**config.mk**
```make
export PLATFORM = sky130hd
export DESIGN_NAME = greedy_age_point_suppression_flat
export DESIGN_NICKNAME = d
export VERILOG_FILES = /design/src/rtl/gaps_pkg.sv /design/src/rtl/gaps_if.sv /design/src/rtl/gaps_ram.sv /design/src/rtl/greedy_age_point_suppression.sv /design/src/flat_wrapper.sv
export SDC_FILE = /design/constraint.sdc
export NUM_CORES = 2
export LEC_CHECK = 0
export ABC_AREA = 1
export BUFFER_PORTS_ARGS = -buffer_cell sky130_fd_sc_hd__buf_2
export CAP_MARGIN = 25
export CORE_AREA = 2 2 728 730
export DETAILED_ROUTE_END_ITERATION = 6
export DIE_AREA = 0 0 730 732
export GPL_TIMING_DRIVEN = 0
export PLACE_DENSITY_LB_ADDON = 0.1
export SETUP_SLACK_MARGIN = 0.15
export SLEW_MARGIN = 20
export SYNTH_ARGS = -nofsm -noshare
export SYNTH_HDL_FRONTEND = slang
export SYNTH_SLANG_ARGS = --single-unit
```
**constraint.sdc**
```tcl
create_clock -name clock -period 10.99 [get_ports clock]
set_clock_uncertainty 0.15 [all_clocks]
set_input_delay 1.099 -clock clock [delete_from_list [all_inputs] [get_ports clock]]
set_output_delay 1.099 -clock clock [all_outputs]
set_load 0.01 [all_outputs]
```
**src/rtl/gaps_pkg.sv**
```systemverilog
`timescale 1ns / 1ps
`default_nettype none
// ----------------------------------------------------------------------------
// Greedy age point suppression package
// Field widths shared by the channels and the block, and the gap reset value.
// ----------------------------------------------------------------------------
package gaps_pkg;

   localparam int COORD_W = 16;
   localparam int AGE_W   = 16;
   localparam int GAP_W   = 8;

   localparam logic [GAP_W-1:0] GAP_RESET = 8'd8;

endpackage
`default_nettype wire

```
**src/rtl/gaps_if.sv**
```systemverilog
`timescale 1ns / 1ps
`default_nettype none
// ----------------------------------------------------------------------------
// Greedy age point suppression channels
// Point input, kept point result and gap register write channels.
// ----------------------------------------------------------------------------
interface gaps_req_if import gaps_pkg::*; ();
   logic                      valid;
   logic                      ready;
   logic signed [COORD_W-1:0] point_x;
   logic signed [COORD_W-1:0] point_y;
   logic [AGE_W-1:0]          point_age;
   logic                      last_point;

   modport source (output valid, point_x, point_y, point_age, last_point, input ready);
   modport sink   (input valid, point_x, point_y, point_age, last_point, output ready);
endinterface

interface gaps_rsp_if import gaps_pkg::*; ();
   logic                      valid;
   logic                      ready;
   logic signed [COORD_W-1:0] kept_x;
   logic signed [COORD_W-1:0] kept_y;
   logic [AGE_W-1:0]          kept_age;
   logic                      last_kept;
   logic                      overflowed;

   modport source (output valid, kept_x, kept_y, kept_age, last_kept, overflowed, input ready);
   modport sink   (input valid, kept_x, kept_y, kept_age, last_kept, overflowed, output ready);
endinterface

interface gaps_csr_if import gaps_pkg::*; ();
   logic             valid;
   logic             ready;
   logic [GAP_W-1:0] data;

   modport source (output valid, data, input ready);
   modport sink   (input valid, data, output ready);
endinterface
`default_nettype wire

```
**src/rtl/gaps_ram.sv**
```systemverilog
`timescale 1ns / 1ps
`default_nettype none
// ----------------------------------------------------------------------------
// Generic RAM
// One write port and one read port with registered read data.
// ----------------------------------------------------------------------------
module gaps_ram #(
   parameter int WIDTH = 16,
   parameter int DEPTH = 64
) (
   input  wire logic                     clock,
   input  wire logic                     wr_en,
   input  wire logic [$clog2(DEPTH)-1:0] wr_addr,
   input  wire logic [WIDTH-1:0]         wr_data,
   input  wire logic [$clog2(DEPTH)-1:0] rd_addr,
   output logic      [WIDTH-1:0]         rd_data
);

   logic [WIDTH-1:0] mem [DEPTH];

   always_ff @(posedge clock) begin
      if (wr_en) begin
         mem[wr_addr] <= wr_data;
      end
      rd_data <= mem[rd_addr];
   end

endmodule
`default_nettype wire

```
**src/rtl/greedy_age_point_suppression.sv**
```systemverilog
`timescale 1ns / 1ps
`default_nettype none
// ----------------------------------------------------------------------------
// Greedy age point suppression
// Loads a set of points, then keeps the oldest that lie at least 16 * gap apart.
// ----------------------------------------------------------------------------
// Points arrive on req_chan, one per transfer, and are stored until the transfer
// marked last_point; points beyond MAX_POINTS are dropped and flagged. req_chan
// stays ready throughout loading. The set is then processed by one shared
// sequencer: each survivor costs a selection scan over the n stored points and
// a suppression pass that reads every stored point and, for each point still
// pending, has the single shared multiplier square both differences in turn.
// No point is accepted meanwhile. Survivors leave on rsp_chan oldest first, the
// final one marked by last_kept. One result is held back so that the final one
// can be marked, and the output register holds a result until the receiver
// takes it; a stalled receiver pauses the sequencer only when a held result
// must move on to the output register. The gap register is written on
// csr_chan, which is always ready. Reset empties the set and sets gap to 8; no
// clearing pass is needed.
// ----------------------------------------------------------------------------
module greedy_age_point_suppression import gaps_pkg::*; #(
   parameter int MAX_POINTS = 64
) (
   input wire logic   clock,
   input wire logic   reset,
   gaps_req_if.sink   req_chan,
   gaps_rsp_if.source rsp_chan,
   gaps_csr_if.sink   csr_chan
);

   localparam int AW    = $clog2(MAX_POINTS);
   localparam int CW    = $clog2(MAX_POINTS + 1);
   localparam int MUL_W = COORD_W + 1;
   localparam int SQ_W  = 2 * COORD_W;

   typedef enum logic [11:0] {
      ST_LOAD  = 12'b0000_0000_0001,
      ST_LIMIT = 12'b0000_0000_0010,
      ST_SCAN  = 12'b0000_0000_0100,
      ST_PREAD = 12'b0000_0000_1000,
      ST_PICK  = 12'b0000_0001_0000,
      ST_PUSH  = 12'b0000_0010_0000,
      ST_SRD   = 12'b0000_0100_0000,
      ST_SDX   = 12'b0000_1000_0000,
      ST_SMX   = 12'b0001_0000_0000,
      ST_SMY   = 12'b0010_0000_0000,
      ST_SCMP  = 12'b0100_0000_0000,
      ST_FINAL = 12'b1000_0000_0000
   } state_type;

   state_type state_ff, state_in;

   logic [GAP_W-1:0]       gap_ff, gap_in;
   logic [CW-1:0]          count_ff, count_in;
   logic                   ovf_ff, ovf_in;
   logic [2*GAP_W-1:0]     gsq_ff, gsq_in;
   logic [CW-1:0]          sc_addr_ff, sc_addr_in;
   logic                   sc_vld_ff, sc_vld_in;
   logic [AW-1:0]          sc_idx_ff, sc_idx_in;
   logic                   found_ff, found_in;
   logic [AW-1:0]          best_idx_ff, best_idx_in;
   logic [AGE_W-1:0]       best_age_ff, best_age_in;
   logic [COORD_W-1:0]     px_ff, px_in;
   logic [COORD_W-1:0]     py_ff, py_in;
   logic [AW-1:0]          j_ff, j_in;
   logic signed [MUL_W-1:0] dx_ff, dx_in;
   logic signed [MUL_W-1:0] dy_ff, dy_in;
   logic [SQ_W-1:0]        sqx_ff, sqx_in;
   logic [SQ_W-1:0]        sqy_ff, sqy_in;
   logic                   hold_vld_ff, hold_vld_in;
   logic [COORD_W-1:0]     hold_x_ff, hold_x_in;
   logic [COORD_W-1:0]     hold_y_ff, hold_y_in;
   logic [AGE_W-1:0]       hold_age_ff, hold_age_in;
   logic                   rsp_vld_ff, rsp_vld_in;
   logic [COORD_W-1:0]     rsp_x_ff, rsp_x_in;
   logic [COORD_W-1:0]     rsp_y_ff, rsp_y_in;
   logic [AGE_W-1:0]       rsp_age_ff, rsp_age_in;
   logic                   rsp_last_ff, rsp_last_in;
   logic                   rsp_ovf_ff, rsp_ovf_in;

   logic                   req_fire;
   logic                   slot_free;
   logic                   j_last;
   logic                   pt_we;
   logic                   pend_we;
   logic [AW-1:0]          pend_wa;
   logic                   pend_wd;
   logic [AW-1:0]          rd_addr;
   logic [COORD_W-1:0]     x_rd;
   logic [COORD_W-1:0]     y_rd;
   logic [AGE_W-1:0]       age_rd;
   logic                   pend_rd;
   logic signed [MUL_W-1:0]   mul_a;
   logic signed [MUL_W-1:0]   mul_b;
   logic signed [2*MUL_W-1:0] mul_p;
   logic [SQ_W:0]          dist_sq;
   logic [SQ_W:0]          limit;

   assign req_fire  = req_chan.valid && req_chan.ready;
   assign slot_free = !rsp_vld_ff || rsp_chan.ready;
   assign j_last    = (CW'(j_ff) + CW'(1)) == count_ff;
   assign dist_sq   = (SQ_W + 1)'(sqx_ff) + (SQ_W + 1)'(sqy_ff);
   assign limit     = (SQ_W + 1)'({gsq_ff, 8'd0});

   assign req_chan.ready = (state_ff == ST_LOAD);
   assign csr_chan.ready = 1'b1;

   assign rsp_chan.valid      = rsp_vld_ff;
   assign rsp_chan.kept_x     = rsp_x_ff;
   assign rsp_chan.kept_y     = rsp_y_ff;
   assign rsp_chan.kept_age   = rsp_age_ff;
   assign rsp_chan.last_kept  = rsp_last_ff;
   assign rsp_chan.overflowed = rsp_ovf_ff;

   always_comb begin
      unique case (state_ff)
         ST_LIMIT: begin
            mul_a = MUL_W'(gap_ff);
            mul_b = MUL_W'(gap_ff);
         end
         ST_SMY: begin
            mul_a = dy_ff;
            mul_b = dy_ff;
         end
         default: begin
            mul_a = dx_ff;
            mul_b = dx_ff;
         end
      endcase
   end

   assign mul_p = mul_a * mul_b;

   always_comb begin
      unique case (state_ff)
         ST_SCAN:  rd_addr = sc_addr_ff[AW-1:0];
         ST_PREAD: rd_addr = best_idx_ff;
         ST_PICK:  rd_addr = best_idx_ff;
         default:  rd_addr = j_ff;
      endcase
   end

   gaps_ram #(.WIDTH(COORD_W), .DEPTH(MAX_POINTS)) u_x_ram (
      .clock   (clock),
      .wr_en   (pt_we),
      .wr_addr (count_ff[AW-1:0]),
      .wr_data (req_chan.point_x),
      .rd_addr (rd_addr),
      .rd_data (x_rd)
   );

   gaps_ram #(.WIDTH(COORD_W), .DEPTH(MAX_POINTS)) u_y_ram (
      .clock   (clock),
      .wr_en   (pt_we),
      .wr_addr (count_ff[AW-1:0]),
      .wr_data (req_chan.point_y),
      .rd_addr (rd_addr),
      .rd_data (y_rd)
   );

   gaps_ram #(.WIDTH(AGE_W), .DEPTH(MAX_POINTS)) u_age_ram (
      .clock   (clock),
      .wr_en   (pt_we),
      .wr_addr (count_ff[AW-1:0]),
      .wr_data (req_chan.point_age),
      .rd_addr (rd_addr),
      .rd_data (age_rd)
   );

   gaps_ram #(.WIDTH(1), .DEPTH(MAX_POINTS)) u_pend_ram (
      .clock   (clock),
      .wr_en   (pend_we),
      .wr_addr (pend_wa),
      .wr_data (pend_wd),
      .rd_addr (rd_addr),
      .rd_data (pend_rd)
   );

   always_comb begin
      state_in    = state_ff;
      gap_in      = gap_ff;
      count_in    = count_ff;
      ovf_in      = ovf_ff;
      gsq_in      = gsq_ff;
      sc_addr_in  = sc_addr_ff;
      sc_vld_in   = sc_vld_ff;
      sc_idx_in   = sc_idx_ff;
      found_in    = found_ff;
      best_idx_in = best_idx_ff;
      best_age_in = best_age_ff;
      px_in       = px_ff;
      py_in       = py_ff;
      j_in        = j_ff;
      dx_in       = dx_ff;
      dy_in       = dy_ff;
      sqx_in      = sqx_ff;
      sqy_in      = sqy_ff;
      hold_vld_in = hold_vld_ff;
      hold_x_in   = hold_x_ff;
      hold_y_in   = hold_y_ff;
      hold_age_in = hold_age_ff;
      rsp_vld_in  = rsp_vld_ff && !rsp_chan.ready;
      rsp_x_in    = rsp_x_ff;
      rsp_y_in    = rsp_y_ff;
      rsp_age_in  = rsp_age_ff;
      rsp_last_in = rsp_last_ff;
      rsp_ovf_in  = rsp_ovf_ff;
      pt_we       = 1'b0;
      pend_we     = 1'b0;
      pend_wa     = j_ff;
      pend_wd     = 1'b0;

      if (csr_chan.valid) begin
         gap_in = csr_chan.data;
      end

      unique case (state_ff)
         ST_LOAD: begin
            if (req_fire) begin
               if (count_ff < CW'(MAX_POINTS)) begin
                  pt_we    = 1'b1;
                  pend_we  = 1'b1;
                  pend_wa  = count_ff[AW-1:0];
                  pend_wd  = 1'b1;
                  count_in = count_ff + CW'(1);
               end else begin
                  ovf_in = 1'b1;
               end
               if (req_chan.last_point) begin
                  state_in = ST_LIMIT;
               end
            end
         end
         ST_LIMIT: begin
            gsq_in     = mul_p[2*GAP_W-1:0];
            sc_addr_in = '0;
            sc_vld_in  = 1'b0;
            found_in   = 1'b0;
            state_in   = ST_SCAN;
         end
         ST_SCAN: begin
            if (sc_addr_ff != count_ff) begin
               sc_addr_in = sc_addr_ff + CW'(1);
               sc_vld_in  = 1'b1;
               sc_idx_in  = sc_addr_ff[AW-1:0];
            end else begin
               sc_vld_in = 1'b0;
            end
            if (sc_vld_ff && pend_rd && (!found_ff || age_rd > best_age_ff)) begin
               found_in    = 1'b1;
               best_idx_in = sc_idx_ff;
               best_age_in = age_rd;
            end
            if (sc_addr_ff == count_ff && !sc_vld_ff) begin
               state_in = found_ff ? ST_PREAD : ST_FINAL;
            end
         end
         ST_PREAD: begin
            state_in = ST_PICK;
         end
         ST_PICK: begin
            px_in    = x_rd;
            py_in    = y_rd;
            pend_we  = 1'b1;
            pend_wa  = best_idx_ff;
            pend_wd  = 1'b0;
            state_in = ST_PUSH;
         end
         ST_PUSH: begin
            if (!hold_vld_ff || slot_free) begin
               if (hold_vld_ff) begin
                  rsp_vld_in  = 1'b1;
                  rsp_x_in    = hold_x_ff;
                  rsp_y_in    = hold_y_ff;
                  rsp_age_in  = hold_age_ff;
                  rsp_last_in = 1'b0;
                  rsp_ovf_in  = ovf_ff;
               end
               hold_vld_in = 1'b1;
               hold_x_in   = px_ff;
               hold_y_in   = py_ff;
               hold_age_in = best_age_ff;
               j_in        = '0;
               state_in    = ST_SRD;
            end
         end
         ST_SRD: begin
            state_in = ST_SDX;
         end
         ST_SDX: begin
            dx_in = $signed({x_rd[COORD_W-1], x_rd}) - $signed({px_ff[COORD_W-1], px_ff});
            dy_in = $signed({y_rd[COORD_W-1], y_rd}) - $signed({py_ff[COORD_W-1], py_ff});
            if (pend_rd) begin
               state_in = ST_SMX;
            end else if (j_last) begin
               sc_addr_in = '0;
               sc_vld_in  = 1'b0;
               found_in   = 1'b0;
               state_in   = ST_SCAN;
            end else begin
               j_in     = j_ff + AW'(1);
               state_in = ST_SRD;
            end
         end
         ST_SMX: begin
            sqx_in   = mul_p[SQ_W-1:0];
            state_in = ST_SMY;
         end
         ST_SMY: begin
            sqy_in   = mul_p[SQ_W-1:0];
            state_in = ST_SCMP;
         end
         ST_SCMP: begin
            if (dist_sq < limit) begin
               pend_we = 1'b1;
               pend_wa = j_ff;
               pend_wd = 1'b0;
            end
            if (j_last) begin
               sc_addr_in = '0;
               sc_vld_in  = 1'b0;
               found_in   = 1'b0;
               state_in   = ST_SCAN;
            end else begin
               j_in     = j_ff + AW'(1);
               state_in = ST_SRD;
            end
         end
         ST_FINAL: begin
            if (slot_free) begin
               rsp_vld_in  = 1'b1;
               rsp_x_in    = hold_x_ff;
               rsp_y_in    = hold_y_ff;
               rsp_age_in  = hold_age_ff;
               rsp_last_in = 1'b1;
               rsp_ovf_in  = ovf_ff;
               hold_vld_in = 1'b0;
               count_in    = '0;
               ovf_in      = 1'b0;
               state_in    = ST_LOAD;
            end
         end
         default: begin
            state_in = ST_LOAD;
         end
      endcase
   end

   always_ff @(posedge clock) begin
      if (reset) begin
         state_ff    <= ST_LOAD;
         gap_ff      <= GAP_RESET;
         count_ff    <= '0;
         ovf_ff      <= 1'b0;
         sc_vld_ff   <= 1'b0;
         hold_vld_ff <= 1'b0;
         rsp_vld_ff  <= 1'b0;
      end else begin
         state_ff    <= state_in;
         gap_ff      <= gap_in;
         count_ff    <= count_in;
         ovf_ff      <= ovf_in;
         sc_vld_ff   <= sc_vld_in;
         hold_vld_ff <= hold_vld_in;
         rsp_vld_ff  <= rsp_vld_in;
      end
   end

   always_ff @(posedge clock) begin
      gsq_ff      <= gsq_in;
      sc_addr_ff  <= sc_addr_in;
      sc_idx_ff   <= sc_idx_in;
      found_ff    <= found_in;
      best_idx_ff <= best_idx_in;
      best_age_ff <= best_age_in;
      px_ff       <= px_in;
      py_ff       <= py_in;
      j_ff        <= j_in;
      dx_ff       <= dx_in;
      dy_ff       <= dy_in;
      sqx_ff      <= sqx_in;
      sqy_ff      <= sqy_in;
      hold_x_ff   <= hold_x_in;
      hold_y_ff   <= hold_y_in;
      hold_age_ff <= hold_age_in;
      rsp_x_ff    <= rsp_x_in;
      rsp_y_ff    <= rsp_y_in;
      rsp_age_ff  <= rsp_age_in;
      rsp_last_ff <= rsp_last_in;
      rsp_ovf_ff  <= rsp_ovf_in;
   end

endmodule
`default_nettype wire
```
**src/flat_wrapper.sv**
```systemverilog
// flat-port wrapper written by rule: the top's interface ports become plain ports
module greedy_age_point_suppression_flat import gaps_pkg::*;
#(
   parameter int MAX_POINTS = 64
)
  (clock, reset, req_chan_valid, req_chan_point_x, req_chan_point_y, req_chan_point_age, req_chan_last_point, req_chan_ready, rsp_chan_valid, rsp_chan_kept_x, rsp_chan_kept_y, rsp_chan_kept_age, rsp_chan_last_kept, rsp_chan_overflowed, rsp_chan_ready, csr_chan_valid, csr_chan_data, csr_chan_ready);
  gaps_req_if req_chan_i ();
  gaps_rsp_if rsp_chan_i ();
  gaps_csr_if csr_chan_i ();
  input wire logic clock;
  input wire logic reset;
  input wire logic [$bits(req_chan_i.valid)-1:0] req_chan_valid;
  input wire logic [$bits(req_chan_i.point_x)-1:0] req_chan_point_x;
  input wire logic [$bits(req_chan_i.point_y)-1:0] req_chan_point_y;
  input wire logic [$bits(req_chan_i.point_age)-1:0] req_chan_point_age;
  input wire logic [$bits(req_chan_i.last_point)-1:0] req_chan_last_point;
  output wire logic [$bits(req_chan_i.ready)-1:0] req_chan_ready;
  output wire logic [$bits(rsp_chan_i.valid)-1:0] rsp_chan_valid;
  output wire logic [$bits(rsp_chan_i.kept_x)-1:0] rsp_chan_kept_x;
  output wire logic [$bits(rsp_chan_i.kept_y)-1:0] rsp_chan_kept_y;
  output wire logic [$bits(rsp_chan_i.kept_age)-1:0] rsp_chan_kept_age;
  output wire logic [$bits(rsp_chan_i.last_kept)-1:0] rsp_chan_last_kept;
  output wire logic [$bits(rsp_chan_i.overflowed)-1:0] rsp_chan_overflowed;
  input wire logic [$bits(rsp_chan_i.ready)-1:0] rsp_chan_ready;
  input wire logic [$bits(csr_chan_i.valid)-1:0] csr_chan_valid;
  input wire logic [$bits(csr_chan_i.data)-1:0] csr_chan_data;
  output wire logic [$bits(csr_chan_i.ready)-1:0] csr_chan_ready;
  assign req_chan_i.valid = req_chan_valid;
  assign req_chan_i.point_x = req_chan_point_x;
  assign req_chan_i.point_y = req_chan_point_y;
  assign req_chan_i.point_age = req_chan_point_age;
  assign req_chan_i.last_point = req_chan_last_point;
  assign req_chan_ready = req_chan_i.ready;
  assign rsp_chan_valid = rsp_chan_i.valid;
  assign rsp_chan_kept_x = rsp_chan_i.kept_x;
  assign rsp_chan_kept_y = rsp_chan_i.kept_y;
  assign rsp_chan_kept_age = rsp_chan_i.kept_age;
  assign rsp_chan_last_kept = rsp_chan_i.last_kept;
  assign rsp_chan_overflowed = rsp_chan_i.overflowed;
  assign rsp_chan_i.ready = rsp_chan_ready;
  assign csr_chan_i.valid = csr_chan_valid;
  assign csr_chan_i.data = csr_chan_data;
  assign csr_chan_ready = csr_chan_i.ready;
  greedy_age_point_suppression #(.MAX_POINTS(MAX_POINTS)) u_core (.clock(clock), .reset(reset), .req_chan(req_chan_i), .rsp_chan(rsp_chan_i), .csr_chan(csr_chan_i));
endmodule
```
==> impl_metrics.toml <==
[status]
outcome = "finished, final reports clean"

[yosys]
synth_flop_cell = "edfxtp_1"
yosys-top-cells-count = "edfxtp_1, nor2_1, nand3_1"
ys_top_cells_by_area = "edfxtp_1, nand3_1, o211ai_1"
ys.warnings.count = 0
synth_edf_count = 3417
synth_area_um2 = 152000
synth_nets = 12600
ys_seq_area_share_pct = 68.5
yosysUniqueCellTypes = 59
yosys.area.top_type = "edfxtp_1"
synth_most_common_cell = "edfxtp_1"
syn_area_per_cell_um2 = 12.6
synthArstFlopShare_pct = 0
synth_top_area_share_pct = 67.5
ys_ff_latch = 3497
syn_inst = 12100

[timing]
max_freq_mhz = 104
final_max_slew_viol_count = 0
period_needed_ps = 9630
relSlewSlack_pct = 21.8
fin_hold_ws_ps = 193
hold_violations = 0
setup_tns_ps = 0
tightest_slew_ps = 1170
post-route-period-util_pct = 87.6
rsz0062_at_grt = "false"
setup_viol = 0

[floorplanning]
die_h_um = 732
die_x_um = 730
start_util_pct = 28.9
rows = 267
die-area_um2 = 534000
core_um2 = 527000
io_pins = 115

[clock_tree]
clkLatencyLatePin_ps = 1030
clockBufferDepth = 4
cts-root-buf = "clkbuf_16"
clock-sinks = 3497
numCtsBuffers = 405
ctsHtreeMaxLevel = 5
ctsHoldBuffers = 0
clkTransAtPathRegs_ps = 60
post_cts_buffers = 0
post_cts_resized = 0
tritoncts = "done"

[run]
drv_cap = 0

[finish]
num-fill-cells = 51700
area_growth_pct = 19.3
drive_above_1_share_pct = 13.9
final_net_count = 13400

[detailed_routing]
drc = 0
vias = 103000
ant_nets = 0
drt_iter0_markers = 11900
wl_per_cell_um = 31.3
vias_per_cell = 5.10
routed_wirelength_um = 633000
drtPass1Iterations = 7

[setup_path]
worstSetupPathType = "reg -> reg"
slowest_delay_ps = 610
cp_data_arrival_time_ps = 10190
cpMaxStageDelayCell = "clkbuf_1"
path_max_fanout = 39
endpoint_kind = "register"
cp-start-kind = "register"
worstPathRequired_ps = 11550

[global_routing]
grt_max_degree = 67
grt_pass1_vias = 100000
antenna_found_initial = 100
grt_pass1_wl_um = 854000
grtUsageTotal_pct = 23.1
grt-ovfl-total = 0

[power]
p_int_mw = 26.7
swShare_pct = 33.2
power_mw = 39.9
power_frac_seq_pct = 39.9
p_clk_share_pct = 33.0
p_leak_nw = 62.1
pwr-share-comb_pct = 27.1
ir_drop_mv = 0.719
p_sw_mw = 13.2
power_density_nw_per_um2 = 220

[place]
dpl.hpwl_um = 477000
gp_congestion = 0.967
numPortBuffers = 113

[worst_hold_path]
min_path_type = "in -> reg"
-- through the flow --
stage          utilization [%]  area (um^2)  cells  setup slack (ps)
3_5_place_dp              32.0       169000  19500              1390
3_3_place_gp              30.6       161000  19200              -772
6_report                  34.4       181000  20200              1360
4_1_cts                   34.4       181000  20200              1280
5_1_grt                   34.4       181000  20200               612
2_1_floorplan                -       152000  12100              3330
-- final cells by class --
| type | count | area [um^2] | area share [%] |
|---|---|---|---|
| Antenna cell | 34 | 85.1 | 0.0469 |
| Buffer | 709 | 3630 | 2.00 |
| Clock buffer | 505 | 10700 | 5.90 |
| Clock inverter | 226 | 1940 | 1.07 |
| Inverter | 691 | 2600 | 1.43 |
| Multi-Input combinational cell | 7186 | 42200 | 23.3 |
| Sequential cell | 3497 | 104000 | 57.5 |
| Tap cell | 6994 | 8750 | 4.83 |
| Timing Repair Buffer | 403 | 7200 | 3.97 |
-- final timing paths --
check        cells past startpoint  slack (ps)                 from                   endpoint
min                              2         190       csr_chan_valid           u_core.gap_ff[3]
max reg2reg                     33        1360   u_core.state_ff[0]          u_core.sqy_ff[30]
min reg2reg                      0         240  u_core.hold_y_ff[2]  u_core.rsp_chan.kept_y[2]
max                             33        1360   u_core.state_ff[0]          u_core.sqy_ff[30]
-- cell families (layout without fill, tap and decap cells) --
kind of cell,after synthesis,count (layout),synth area share (%)
XOR/XNOR,98,98,0.565
AO/OA/AOI/OAI,1837,1837,7.58
flip-flops,3497,3497,68.5
buffers and inverters,1400,2534,4.08
AND/OR/NAND/NOR,4816,4816,14.4
other,1,35,0.00247
adder cells (fa/ha/maj),434,434,4.84
-- power groups by stage --
stage          registers, mW  clock network (mW)  logic (mW)
2_1_floorplan           16.1                   0        6.73
3_3_place_gp            16.2                   0        10.6
6_report                15.9                13.2        10.8
3_5_place_dp            16.2                   0        10.8
4_1_cts                 15.9                13.4        10.9
5_1_grt                 15.9                13.9        12.2
-- per-layer routing --
metal / vias up / GRT usage [%] / routed length [um]
li1: 45200 / - / -
met2: 4004 / 36.0 / 284000
met1: 53100 / 32.1 / 278000
met5: - / 0 / 71
met4: 10 / 8.03 / 25000
met3: 834 / 4.38 / 46500
-- cells in the final DEF (no fill, tap or decap), drive strengths merged, types with 23 or more instances in the layout --
master and count:
bufinv 23, fa 257, edfxtp 3417, diode 34, ha 177, a21oi 142, nand3 1538, nor2 1584
o21ai 789, o211ai 846, buf 917, xor2 64, clkbuf 700, nand4 27, nand2 980, nor3 26
xnor2 34, clkinv 188, inv 693, or2 642, dfxtp 80
-- critical path, delay by kind of cell (launching register included) --
kind                       cells  cell delay (ps)
AOI/OAI and AO/OA              3              620
xor gates and xnor gates       1              360
adders and majority gates      7             3400
buffers and inverters         10             2220
DFF                            1              340
and+or+nand+nor               12             2210
-- registers in the layout, summed over array words and instances (netlist names), 15 cells and up --
name	flops
u_core.u_age_ram.mem	1024
u_core.u_x_ram.mem	1024
u_core.u_y_ram.mem	1024
u_core.u_pend_ram.mem	64
u_core.sqx_ff	30
u_core.sqy_ff	30
u_core.dx_ff	17
u_core.dy_ff	17
u_core.best_age_ff	16
u_core.hold_age_ff	16
u_core.hold_x_ff	16
u_core.hold_y_ff	16
u_core.px_ff	16
u_core.py_ff	16
u_core.rsp_chan.kept_age	16
u_core.rsp_chan.kept_x	16
u_core.rsp_chan.kept_y	16
u_core.u_age_ram.rd_data	16
u_core.u_x_ram.rd_data	16
u_core.u_y_ram.rd_data	16
u_core.gsq_ff	15
(Power assumes the default switching activity.)
